`config.mk`:
```
export PLATFORM = sky130hd
export DESIGN_NAME = ips_patch_record_counter_unit
export DESIGN_NICKNAME = d
export VERILOG_FILES = /design/src/hw/rtl/iprc_pkg.sv /design/src/hw/rtl/iprc_parser.sv /design/src/hw/rtl/iprc_rsp_queue.sv /design/src/hw/rtl/ips_patch_record_counter_unit.sv
export SDC_FILE = /design/constraint.sdc
export NUM_CORES = 1
export LEC_CHECK = 0
export ABC_AREA = 1
export BUFFER_PORTS_ARGS = -buffer_cell sky130_fd_sc_hd__buf_4
export CAP_MARGIN = 20
export CORE_AREA = 2 2 107 109
export DETAILED_ROUTE_END_ITERATION = 10
export DIE_AREA = 0 0 109 111
export PLACE_DENSITY = 0.82
export SLEW_MARGIN = 20
export SYNTH_ARGS = -nofsm -noshare
export SYNTH_HDL_FRONTEND = slang
export SYNTH_SLANG_ARGS = --single-unit
```
`constraint.sdc`:
```
create_clock -name clock -period 7.2 [get_ports clock]
set_clock_uncertainty 0.1 [all_clocks]
set_input_delay 1.44 -clock clock [delete_from_list [all_inputs] [get_ports clock]]
set_output_delay 1.44 -clock clock [all_outputs]
set_load 0.03 [all_outputs]
```
`src/hw/rtl/iprc_pkg.sv`:
```
// Shared constants, result word type and signature lookup for the IPS record counter.
`default_nettype none
package iprc_pkg;

   localparam int CountBitsDefault = 24;
   localparam int RecordBits       = 24;
   localparam int SigLength        = 5;
   localparam int MinFileBytes     = 8;

   // "EOF" split as the two held bytes and the closing byte
   localparam logic [15:0] EofHigh = 16'h454F;
   localparam logic [7:0]  EofLow  = 8'h46;

   // "PATCH", indexed by byte position
   localparam logic [7:0] SigByte0 = 8'h50;
   localparam logic [7:0] SigByte1 = 8'h41;
   localparam logic [7:0] SigByte2 = 8'h54;
   localparam logic [7:0] SigByte3 = 8'h43;
   localparam logic [7:0] SigByte4 = 8'h48;

   typedef struct packed {
      logic                  size_ok;
      logic                  magic_ok;
      logic [RecordBits-1:0] rec_total;
   } rsp_word_type;

   function automatic logic [7:0] sig_byte(input logic [2:0] idx);
      logic [7:0] value;
      case (idx)
         3'd0:    value = SigByte0;
         3'd1:    value = SigByte1;
         3'd2:    value = SigByte2;
         3'd3:    value = SigByte3;
         3'd4:    value = SigByte4;
         default: value = SigByte0;
      endcase
      return value;
   endfunction

endpackage
`default_nettype wire

```
`src/hw/rtl/iprc_parser.sv`:
```
// Byte-wise IPS parse state: signature check, record walk, result word formation.
`default_nettype none
module iprc_parser #(
   parameter int COUNT_BITS = iprc_pkg::CountBitsDefault
) (
   input  wire                   clock,
   input  wire                   reset,
   input  wire                   step,
   input  wire [7:0]             data_byte,
   input  wire                   last_byte,
   output iprc_pkg::rsp_word_type result
);

   typedef enum logic [2:0] {
      PH_MAGIC,
      PH_OFFSET,
      PH_SIZE,
      PH_SKIP,
      PH_DONE
   } phase_type;

   localparam int WideBits = (COUNT_BITS > iprc_pkg::RecordBits) ?
                             COUNT_BITS : iprc_pkg::RecordBits;
   localparam logic [WideBits-1:0] OutMax = WideBits'({iprc_pkg::RecordBits{1'b1}});

   phase_type             phase_ff, phase_in;
   logic [2:0]            field_ff, field_in;
   logic                  match_ff, match_in;
   logic [15:0]           held_ff, held_in;
   logic [15:0]           skip_ff, skip_in;
   logic [COUNT_BITS-1:0] rec_ff, rec_in;
   logic [3:0]            bytes_ff, bytes_in;

   logic [15:0]           size_word;
   logic [15:0]           skip_dec;
   logic [WideBits-1:0]   rec_wide;
   logic                  size_ok;
   logic                  magic_ok;

   always_comb begin
      phase_in  = phase_ff;
      field_in  = field_ff;
      match_in  = match_ff;
      held_in   = held_ff;
      skip_in   = skip_ff;
      rec_in    = rec_ff;
      bytes_in  = (bytes_ff < 4'(iprc_pkg::MinFileBytes)) ? bytes_ff + 4'd1 : bytes_ff;
      size_word = {held_ff[7:0], data_byte};
      skip_dec  = (skip_ff != 16'd0) ? skip_ff - 16'd1 : skip_ff;

      case (phase_ff)
         PH_MAGIC: begin
            match_in = match_ff & (data_byte == iprc_pkg::sig_byte(field_ff));
            field_in = field_ff + 3'd1;
            if (field_ff == 3'(iprc_pkg::SigLength - 1)) begin
               field_in = 3'd0;
               phase_in = match_in ? PH_OFFSET : PH_DONE;
            end
         end
         PH_OFFSET: begin
            if (field_ff < 3'd2) begin
               held_in  = {held_ff[7:0], data_byte};
               field_in = field_ff + 3'd1;
            end else begin
               field_in = 3'd0;
               if (held_ff == iprc_pkg::EofHigh && data_byte == iprc_pkg::EofLow) begin
                  phase_in = PH_DONE;
               end else begin
                  if (rec_ff != {COUNT_BITS{1'b1}}) rec_in = rec_ff + 1'b1;
                  held_in  = 16'd0;
                  phase_in = PH_SIZE;
               end
            end
         end
         PH_SIZE: begin
            if (field_ff == 3'd0) begin
               held_in  = {8'd0, data_byte};
               field_in = 3'd1;
            end else begin
               // zero size means an RLE run: two count bytes and one fill byte
               skip_in  = (size_word == 16'd0) ? 16'd3 : size_word;
               held_in  = 16'd0;
               field_in = 3'd0;
               phase_in = PH_SKIP;
            end
         end
         PH_SKIP: begin
            skip_in = skip_dec;
            if (skip_dec == 16'd0) begin
               field_in = 3'd0;
               held_in  = 16'd0;
               phase_in = PH_OFFSET;
            end
         end
         default: begin
         end
      endcase
   end

   always_comb begin
      rec_wide = WideBits'(rec_in);
      size_ok  = (bytes_in >= 4'(iprc_pkg::MinFileBytes));
      magic_ok = size_ok & match_in;
      result.size_ok  = size_ok;
      result.magic_ok = magic_ok;
      if (!magic_ok) begin
         result.rec_total = '0;
      end else if (rec_wide > OutMax) begin
         result.rec_total = OutMax[iprc_pkg::RecordBits-1:0];
      end else begin
         result.rec_total = rec_wide[iprc_pkg::RecordBits-1:0];
      end
   end

   // the final byte of a file returns everything to the start of a new file
   always_ff @(posedge clock) begin
      if (reset || (step && last_byte)) begin
         phase_ff <= PH_MAGIC;
         field_ff <= 3'd0;
         match_ff <= 1'b1;
         held_ff  <= 16'd0;
         skip_ff  <= 16'd0;
         rec_ff   <= '0;
         bytes_ff <= 4'd0;
      end else if (step) begin
         phase_ff <= phase_in;
         field_ff <= field_in;
         match_ff <= match_in;
         held_ff  <= held_in;
         skip_ff  <= skip_in;
         rec_ff   <= rec_in;
         bytes_ff <= bytes_in;
      end
   end

endmodule
`default_nettype wire

```
`src/hw/rtl/iprc_rsp_queue.sv`:
```
// Two-entry result queue between the parse stage and the rsp channel.
`default_nettype none
module iprc_rsp_queue (
   input  wire                    clock,
   input  wire                    reset,
   input  wire                    push,
   input  iprc_pkg::rsp_word_type push_word,
   output logic                   has_space,
   output logic                   rsp_valid,
   input  wire                    rsp_ready,
   output iprc_pkg::rsp_word_type rsp_word
);

   iprc_pkg::rsp_word_type entry_ff [2];
   logic       rd_ptr_ff, rd_ptr_in;
   logic       wr_ptr_ff, wr_ptr_in;
   logic [1:0] count_ff, count_in;
   logic       pop;

   assign pop       = rsp_valid && rsp_ready;
   assign rsp_valid = (count_ff != 2'd0);
   assign has_space = (count_ff != 2'd2);
   assign rsp_word  = entry_ff[rd_ptr_ff];

   always_comb begin
      rd_ptr_in = pop  ? ~rd_ptr_ff : rd_ptr_ff;
      wr_ptr_in = push ? ~wr_ptr_ff : wr_ptr_ff;
      count_in  = count_ff + {1'b0, push} - {1'b0, pop};
   end

   always_ff @(posedge clock) begin
      if (reset) begin
         rd_ptr_ff <= 1'b0;
         wr_ptr_ff <= 1'b0;
         count_ff  <= 2'd0;
      end else begin
         rd_ptr_ff <= rd_ptr_in;
         wr_ptr_ff <= wr_ptr_in;
         count_ff  <= count_in;
      end
   end

   always_ff @(posedge clock) begin
      if (push) entry_ff[wr_ptr_ff] <= push_word;
   end

   a_no_push_full: assert property (@(posedge clock) disable iff (reset)
      push |-> has_space)
      else $error("result pushed into full queue");

   a_count_range: assert property (@(posedge clock) disable iff (reset)
      count_ff != 2'd3)
      else $error("queue count out of range");

   a_push_shows: assert property (@(posedge clock) disable iff (reset)
      (push && !rsp_valid) |=> (rsp_valid && rsp_word == $past(push_word)))
      else $error("pushed word not presented");

   a_ptr_count: assert property (@(posedge clock) disable iff (reset)
      (count_ff == 2'd1) |-> (rd_ptr_ff != wr_ptr_ff))
      else $error("queue pointers disagree with count");

endmodule
`default_nettype wire

```
`src/hw/rtl/ips_patch_record_counter_unit.sv`:
```
// IPS patch record counter: input word register, parse stage, result queue.
// A final byte's result is formed from the input register and registered into the queue before it is on rsp.
// Throughput: one byte per cycle, set by the parse state, which updates on each stepped byte;
// bytes that are not final never wait on the rsp side.
// A final byte waits in the input register only while the two-entry result queue is full.
// Reset (synchronous) clears parse state, input register valid and queue; no clearing pass.
`default_nettype none
module ips_patch_record_counter_unit #(
   parameter int COUNT_BITS = iprc_pkg::CountBitsDefault
) (
   input  wire                                 clock,
   input  wire                                 reset,
   input  wire                                 req_valid,
   output logic                                req_ready,
   input  wire  [7:0]                          req_data_byte,
   input  wire                                 req_last_byte,
   output logic                                rsp_valid,
   input  wire                                 rsp_ready,
   output logic                                rsp_size_ok,
   output logic                                rsp_magic_ok,
   output logic [iprc_pkg::RecordBits-1:0]     rsp_rec_total
);

   logic       in_valid_ff, in_valid_in;
   logic [7:0] in_data_ff;
   logic       in_last_ff;
   logic       step;
   logic       has_space;

   iprc_pkg::rsp_word_type parse_word;
   iprc_pkg::rsp_word_type out_word;

   // a final byte needs a free queue slot; others always move on
   assign step      = in_valid_ff && (!in_last_ff || has_space);
   assign req_ready = !in_valid_ff || step;

   always_comb begin
      in_valid_in = in_valid_ff;
      if (req_valid && req_ready) in_valid_in = 1'b1;
      else if (step)              in_valid_in = 1'b0;
   end

   always_ff @(posedge clock) begin
      if (reset) begin
         in_valid_ff <= 1'b0;
      end else begin
         in_valid_ff <= in_valid_in;
      end
   end

   always_ff @(posedge clock) begin
      if (req_valid && req_ready) begin
         in_data_ff <= req_data_byte;
         in_last_ff <= req_last_byte;
      end
   end

   iprc_parser #(
      .COUNT_BITS (COUNT_BITS)
   ) u_parser (
      .clock     (clock),
      .reset     (reset),
      .step      (step),
      .data_byte (in_data_ff),
      .last_byte (in_last_ff),
      .result    (parse_word)
   );

   iprc_rsp_queue u_rsp_queue (
      .clock     (clock),
      .reset     (reset),
      .push      (step && in_last_ff),
      .push_word (parse_word),
      .has_space (has_space),
      .rsp_valid (rsp_valid),
      .rsp_ready (rsp_ready),
      .rsp_word  (out_word)
   );

   assign rsp_size_ok   = out_word.size_ok;
   assign rsp_magic_ok  = out_word.magic_ok;
   assign rsp_rec_total = out_word.rec_total;

endmodule
`default_nettype wire

```
==> results.json, run 1 <==
{
  "status": "finished clean",
  "regArea_um2": 3290,
  "cts_buffers": 17,
  "synth_most_common_cell": "nand2_1",
  "syn_avg_cell_area_um2": 8.02,
  "firstDrtPassIters": 7,
  "num_vias": 5926,
  "ctsHtreeMaxLevel": 4,
  "period_minus_slack_ns": 3.16,
  "synth_fp_nets": 890,
  "ctsResizeCount": 0,
  "final_max_slew_viol_count": 0,
  "antenna_found_initial": 0,
  "grt_overflow": 0,
  "async_flop_share": 0,
  "min-delay-start": "u_rsp_queue.rd_ptr_ff",
  "drtIter0Drc": 463,
  "synth_edf_count": 61,
  "path_cells": "buf_4 -> mux2_2 -> buf_4",
  "dp_hpwl_mm": 10.0,
  "synth_area_um2": 6940,
  "routed_via_density": 5.60,
  "multi_input_area_um2": 3050,
  "die_x_um": 109,
  "avgRoutedWirePerCell_um": 14.3,
  "fin_area_um2": 7900,
  "place_area_um2": 7340,
  "slowest_delay_ns": 0.39,
  "period_share": 0.438,
  "clk_latency_ns": 0.42,
  "cap_violations": 0,
  "hold_ws_ns": 0.354,
  "finalNonFillerCells": 1059,
  "yosys.area.top_type": "edfxtp_1",
  "ant_nets": 0,
  "required_ns": 5.66,
  "postCtsSetupRepairBufs": 0,
  "place_ws_ns": 3.82,
  "yosys.area.top_type_share": 0.264,
  "ff2ff_path_depth": 6,
  "portBuffers": 40,
  "cts_root_buf": "clkbuf_16",
  "die_h_um": 111,
  "rows": 39,
  "ys_types": 41,
  "design.core.area_um2": 11100,
  "synth_area_leaders": "edfxtp_1 26%, dfxtp_1 21%, nand2_1 7.6%",
  "first_global_vias": 5513,
  "timing.rr.start": "u_parser.phase_ff[1]",
  "dieArea_um2": 12100,
  "ys_top_cells_by_count": "140 x nand2_1, 132 x nor2_1, 124 x inv_1, 73 x dfxtp_1, 61 x edfxtp_1",
  "finalNetCount": 927,
  "grt_pass1_wl_mm": 25.2,
  "holdPathStages": 1,
  "grtUsageTotal": 0.265,
  "slew_headroom": 0.341,
  "cp_max_fo": 26,
  "initial_utilization": 0.627,
  "end_kind": "output port",
  "dominantRegCellSynth": "dfxtp_1",
  "worst_path_most_repeated_cell": "buf_4",
  "power.density_nw_per_um2": 276,
  "power.leakage_nw": 3.45,
  "postLayoutSetupSlackWorst_ns": 4.04,
  "finalSetupTns_ns": 0,
  "fill_cells": 817,
  "syn2layout_area_growth_pct": 13.8,
  "ys_ff_latch": 134,
  "hold_buffers": 0,
  "worstReg2RegEnd": "u_parser.skip_ff[14]",
  "critPathKind": "reg2out",
  "totalWireLength_mm": 15.2,
  "gp_congestion": 0.917,
  "diodes": 0,
  "synth-seq-area-share": 0.474,
  "hold_viol": 0,
  "worstMarginPinSlew_ns": 0.988,
  "cts_sinks": 134,
  "clkTransAtPathRegs_ns": 0.06,
  "yosysWarningCount": 0,
  "arrival_ns": 1.62,
  "drc": 0,
  "hp-class": "reg2reg",
  "r2r_slack_ns": 4.07,
  "fmax_mhz": 317,
  "cp-start-kind": "flip-flop",
  "rsz0062_at_grt": "false",
  "crit_slowest_cell": "mux2_2",
  "cts_tree": "done",
  "pin_count": 41,
  "synth_cells": 866,
  "setup_viol": 0,
  "drive_above_1_share": 0.139,
  "peakVddDrop_uv": 195,
  "grt_max_degree": 36,
  "dp.cells": 1027,
  "cts.path.max_buffers": 2
}
layout by cell type (no fill, tap or decap), types with 2 or more instances in the layout:
cell type,count
nor3_1,11
clkinv_1,2
xor2_1,22
a221oi_1,12
a31oi_1,3
nor4_1,4
dfxtp_1,73
clkbuf_16,17
inv_2,2
o21ai_1,11
nand2_2,4
a21oi_1,58
inv_8,4
nand3_1,60
mux2_2,26
ha_1,11
nand4_1,12
inv_1,124
clkinvlp_4,2
nand3b_1,3
nand2_1,140
nor2_1,130
edfxtp_1,61
inv_6,6
buf_4,44
xnor2_1,2
clkinv_4,3
or2_2,2
nor2_2,11
o21ai_0,44
cell families (layout without fill, tap and decap cells):
group / Yosys count / after routing / share of synthesized area
AO/OA/AOI/OAI: 133 / 133 / 0.105
XOR/XNOR: 24 / 24 / 0.0303
multiplexers: 26 / 26 / 0.0422
flip-flops: 134 / 134 / 0.474
adder cells (fa/ha/maj): 11 / 11 / 0.0198
buffers and inverters: 154 / 204 / 0.0879
AND/OR/NAND/NOR: 384 / 384 / 0.240
where the power goes:
group	internal (W)	switching, W	leakage, nW	total, W
sequential	0.000841	0.0000418	1.21	0.000882
clock	0.000455	0.000363	0.271	0.000818
combinational	0.000174	0.000304	1.96	0.000479
total	0.00147	0.000709	3.45	0.00218
cell type report:
type,count,area share
Tap cell,143,0.0226
Timing Repair Buffer,44,0.0418
Inverter,128,0.0615
Clock inverter,15,0.0169
Clock buffer,17,0.0538
Multi-Input combinational cell,578,0.386
Sequential cell,134,0.417
registers in the layout, summed over array words and instances (netlist names), 2 cells and up, named ones only:
signal	cells
u_parser.bytes_ff	4
u_parser.rec_ff	24
u_rsp_queue.entry_ff	52
in_data_ff	8
u_parser.phase_ff	3
u_parser.field_ff	3
u_rsp_queue.count_ff	2
u_parser.skip_ff	16
u_parser.held_ff	16
through the flow:
step            util  power [W]
5_1_grt        0.713    0.00228
3_3_place_gp   0.662    0.00136
6_report       0.713    0.00218
4_1_cts        0.713    0.00218
2_1_floorplan      -    0.00125
3_5_place_dp   0.663    0.00137
layer usage:
metal / vias up / wire length [um] / global-route usage
li1: 2940 / - / -
met1: 2722 / 6530 / 0.356
met2: 243 / 7390 / 0.426
met3: 21 / 1040 / 0.0647
met4: 0 / 237 / 0.0778
met5: - / 0 / 0
critical path: cells and delay by family, from the launching register on:
kind	cells	cell delay [ns]
buffers and inverters	2	0.48
multiplexers	1	0.39
flip-flops	1	0.31
worst max path at each step:
| stage | startpoint | endpoint | depth (start not counted) |
|---|---|---|---|
| 2_1_floorplan | flip-flop | rsp_magic_ok | 3 |
| 3_3_place_gp | in_last_ff | u_parser.skip_ff[2] | 7 |
| 3_5_place_dp | reset | u_parser.rec_ff[16] | 7 |
| 4_1_cts | flip-flop | rsp_size_ok | 3 |
| 5_1_grt | u_parser.phase_ff[1] | u_parser.skip_ff[14] | 6 |
| 6_report | flip-flop | rsp_rec_total[21] | 3 |
Note: power is estimated with default switching activity, not from simulation.
==> run 2: changes to the inputs <==
- CORE_AREA: 2 2 107 109 -> 2 2 110 112
- DIE_AREA: 0 0 109 111 -> 0 0 112 114
- PLACE_DENSITY: 0.82 -> 0.78
- clock period: 7.2 -> 3.15 ns (I/O delays scaled with it)
==> run 2 against run 1 <==
Via count shrank 1.3%. Flip-flop and latch count unchanged. Combinational power increased by 130%. Total power grew 140%. Worst setup slack lost 3.5 ns. Worst hold slack lost 0.069 ns. Design area grew 1.2%. Critical path type is now reg2reg. Critical endpoint is now u_rsp_queue.entry_ff[1][10]. Largest cell class unchanged. Largest power group is now the clock network.
==> results.json, run 2 (synthesis results as in run 1) <==
{
  "place_ws_ns": 0.554,
  "cap_violations": 0,
  "critPathKind": "reg2reg",
  "totalWireLength_mm": 15.3,
  "holdPathStages": 1,
  "hold_buffers": 0,
  "cts_sinks": 134,
  "rows": 40,
  "grt_max_degree": 36,
  "die_h_um": 114,
  "num_vias": 5846,
  "initial_utilization": 0.593,
  "ctsHtreeMaxLevel": 4,
  "dp_hpwl_mm": 10.6,
  "finalNetCount": 933,
  "syn2layout_area_growth_pct": 15.1,
  "dr_wl_met3_um": 717,
  "antenna_found_initial": 0,
  "grtUsageTotal": 0.249,
  "postCtsSetupRepairBufs": 0,
  "largest_register_ff_count": 52,
  "diodes": 0,
  "firstDrtPassIters": 7,
  "clk_latency_ns": 0.43,
  "drive_above_1_share": 0.142,
  "power.density_nw_per_um2": 647,
  "hold_viol": 0,
  "drc": 0,
  "mostFrequentLayoutCell": "nand2_1",
  "min_to": "in_data_ff[7]",
  "period_share": 0.832,
  "critPathTopFamily": "simple AND/OR/NAND/NOR gates",
  "gp_congestion": 0.896,
  "grt_overflow": 0,
  "end_kind": "flip-flop",
  "dr.max_layer_used": "met4",
  "crit_slowest_cell": "dfxtp_1",
  "met1_length_mm": 7.03,
  "ctsResizeCount": 0,
  "cts_root_buf": "clkbuf_16",
  "power.leakage_nw": 3.51,
  "clkTransAtPathRegs_ns": 0.05,
  "arrival_ns": 2.77,
  "rsz0062_at_grt": "false",
  "hp-class": "in2reg",
  "cp_max_fo": 15,
  "final_max_slew_viol_count": 0,
  "timing.rr.start": "u_parser.field_ff[0]",
  "cp_num_buf_inv": 2,
  "drtIter0Drc": 419,
  "portBuffers": 40,
  "design.core.area_um2": 11700,
  "setup_viol": 0,
  "period_minus_slack_ns": 2.62,
  "final_cell_mix": "140 x nand2_1, 130 x nor2_1, 124 x inv_1, 73 x dfxtp_1, 61 x edfxtp_1",
  "routed_via_density": 5.47,
  "power_w": 0.00517,
  "routed-wl-met2_mm": 7.31,
  "avgRoutedWirePerCell_um": 14.3,
  "ant_nets": 0,
  "first_global_vias": 5352,
  "pin_count": 41,
  "r2r_slack_ns": 0.53,
  "regMostFlops": "u_rsp_queue.entry_ff",
  "worstReg2RegEnd": "u_rsp_queue.entry_ff[1][10]",
  "slew_headroom": 0.405,
  "dieArea_um2": 12800,
  "grt_pass1_wl_mm": 25.3,
  "cp-start-kind": "flip-flop",
  "worstMarginPinSlew_ns": 0.891,
  "die_x_um": 112,
  "cts.path.max_buffers": 2,
  "min-delay-start": "req_data_byte[7]",
  "biggestRegsByFlops": "u_rsp_queue.entry_ff (52), u_parser.rec_ff (24)",
  "path_cells": "inv_1 -> ha_1 -> nand2_1 -> nand3_1 -> nand3_1 -> nand3_1 -> a21oi_1 -> nand2_1 -> o21ai_0 -> nand2_1 -> buf_4 -> nor2_1",
  "utilization": 0.683,
  "ff2ff_path_depth": 12,
  "status": "finished clean",
  "cts_buffers": 17,
  "peakVddDrop_uv": 533,
  "finalSetupTns_ns": 0,
  "required_ns": 3.30,
  "fmax_mhz": 382,
  "cts_tree": "done",
  "postLayoutSetupSlackWorst_ns": 0.529,
  "slowest_delay_ns": 0.37
}
==> run 2: cell types whose count changed in the layout (fill, tap and decap cells not counted), moves of 3 or more <==
cell | before | now
bufinv_16 | 0 | 4
inv_8 | 4 | 0
buf_4 | 44 | 50
inv_6 | 6 | 3
clkinv_2 | 0 | 4
==> run 2: worst max-delay path by stage <==
stage	startpoint	end	slack [ns]	cells after the start
after floorplan	in_last_ff	u_rsp_queue.entry_ff[0][0]	0.56	3
after global placement	u_parser.field_ff[1]	u_rsp_queue.entry_ff[0][23]	0.63	12
after detailed placement	u_parser.field_ff[1]	u_rsp_queue.entry_ff[1][10]	0.55	12
after CTS	u_parser.field_ff[1]	u_rsp_queue.entry_ff[1][10]	0.55	12
after global routing	u_parser.field_ff[0]	u_rsp_queue.entry_ff[1][10]	0.25	12
final	u_parser.field_ff[0]	u_rsp_queue.entry_ff[1][10]	0.53	12
==> run 2: metal layers <==
| layer | global-route usage | vias up |
|---|---|---|
| met5 | 0 | - |
| met4 | 0.0951 | 0 |
| met3 | 0.0452 | 23 |
| met2 | 0.409 | 164 |
| met1 | 0.332 | 2711 |
| li1 | - | 2948 |
==> run 2: where the power goes <==
part,switching (W),internal [W],leakage (nW)
registers,0.0000909,0.00192,1.21
logic,0.000694,0.000402,1.99
clock network,0.000739,0.00132,0.303
total,0.00152,0.00365,3.51
==> run 2: stage by stage <==
stage	cells	instance area, um^2	hold WS, ns
after floorplan	866	6940	0.325
after global placement	1037	7380	0.340
after detailed placement	1037	7380	0.339
after CTS	1069	7990	0.269
after global routing	1069	7990	0.273
final	1069	7990	0.284
==> run 2: layout make-up <==
| type | instances | area (um^2) |
|---|---|---|
| clock inverter | 13 | 179 |
| clock buffer | 19 | 433 |
| tap | 147 | 184 |
| inverter | 128 | 485 |
| fill | 943 | 3720 |
| sequential | 134 | 3290 |
| timing repair buffer | 50 | 375 |
| multi-input combinational | 578 | 3040 |
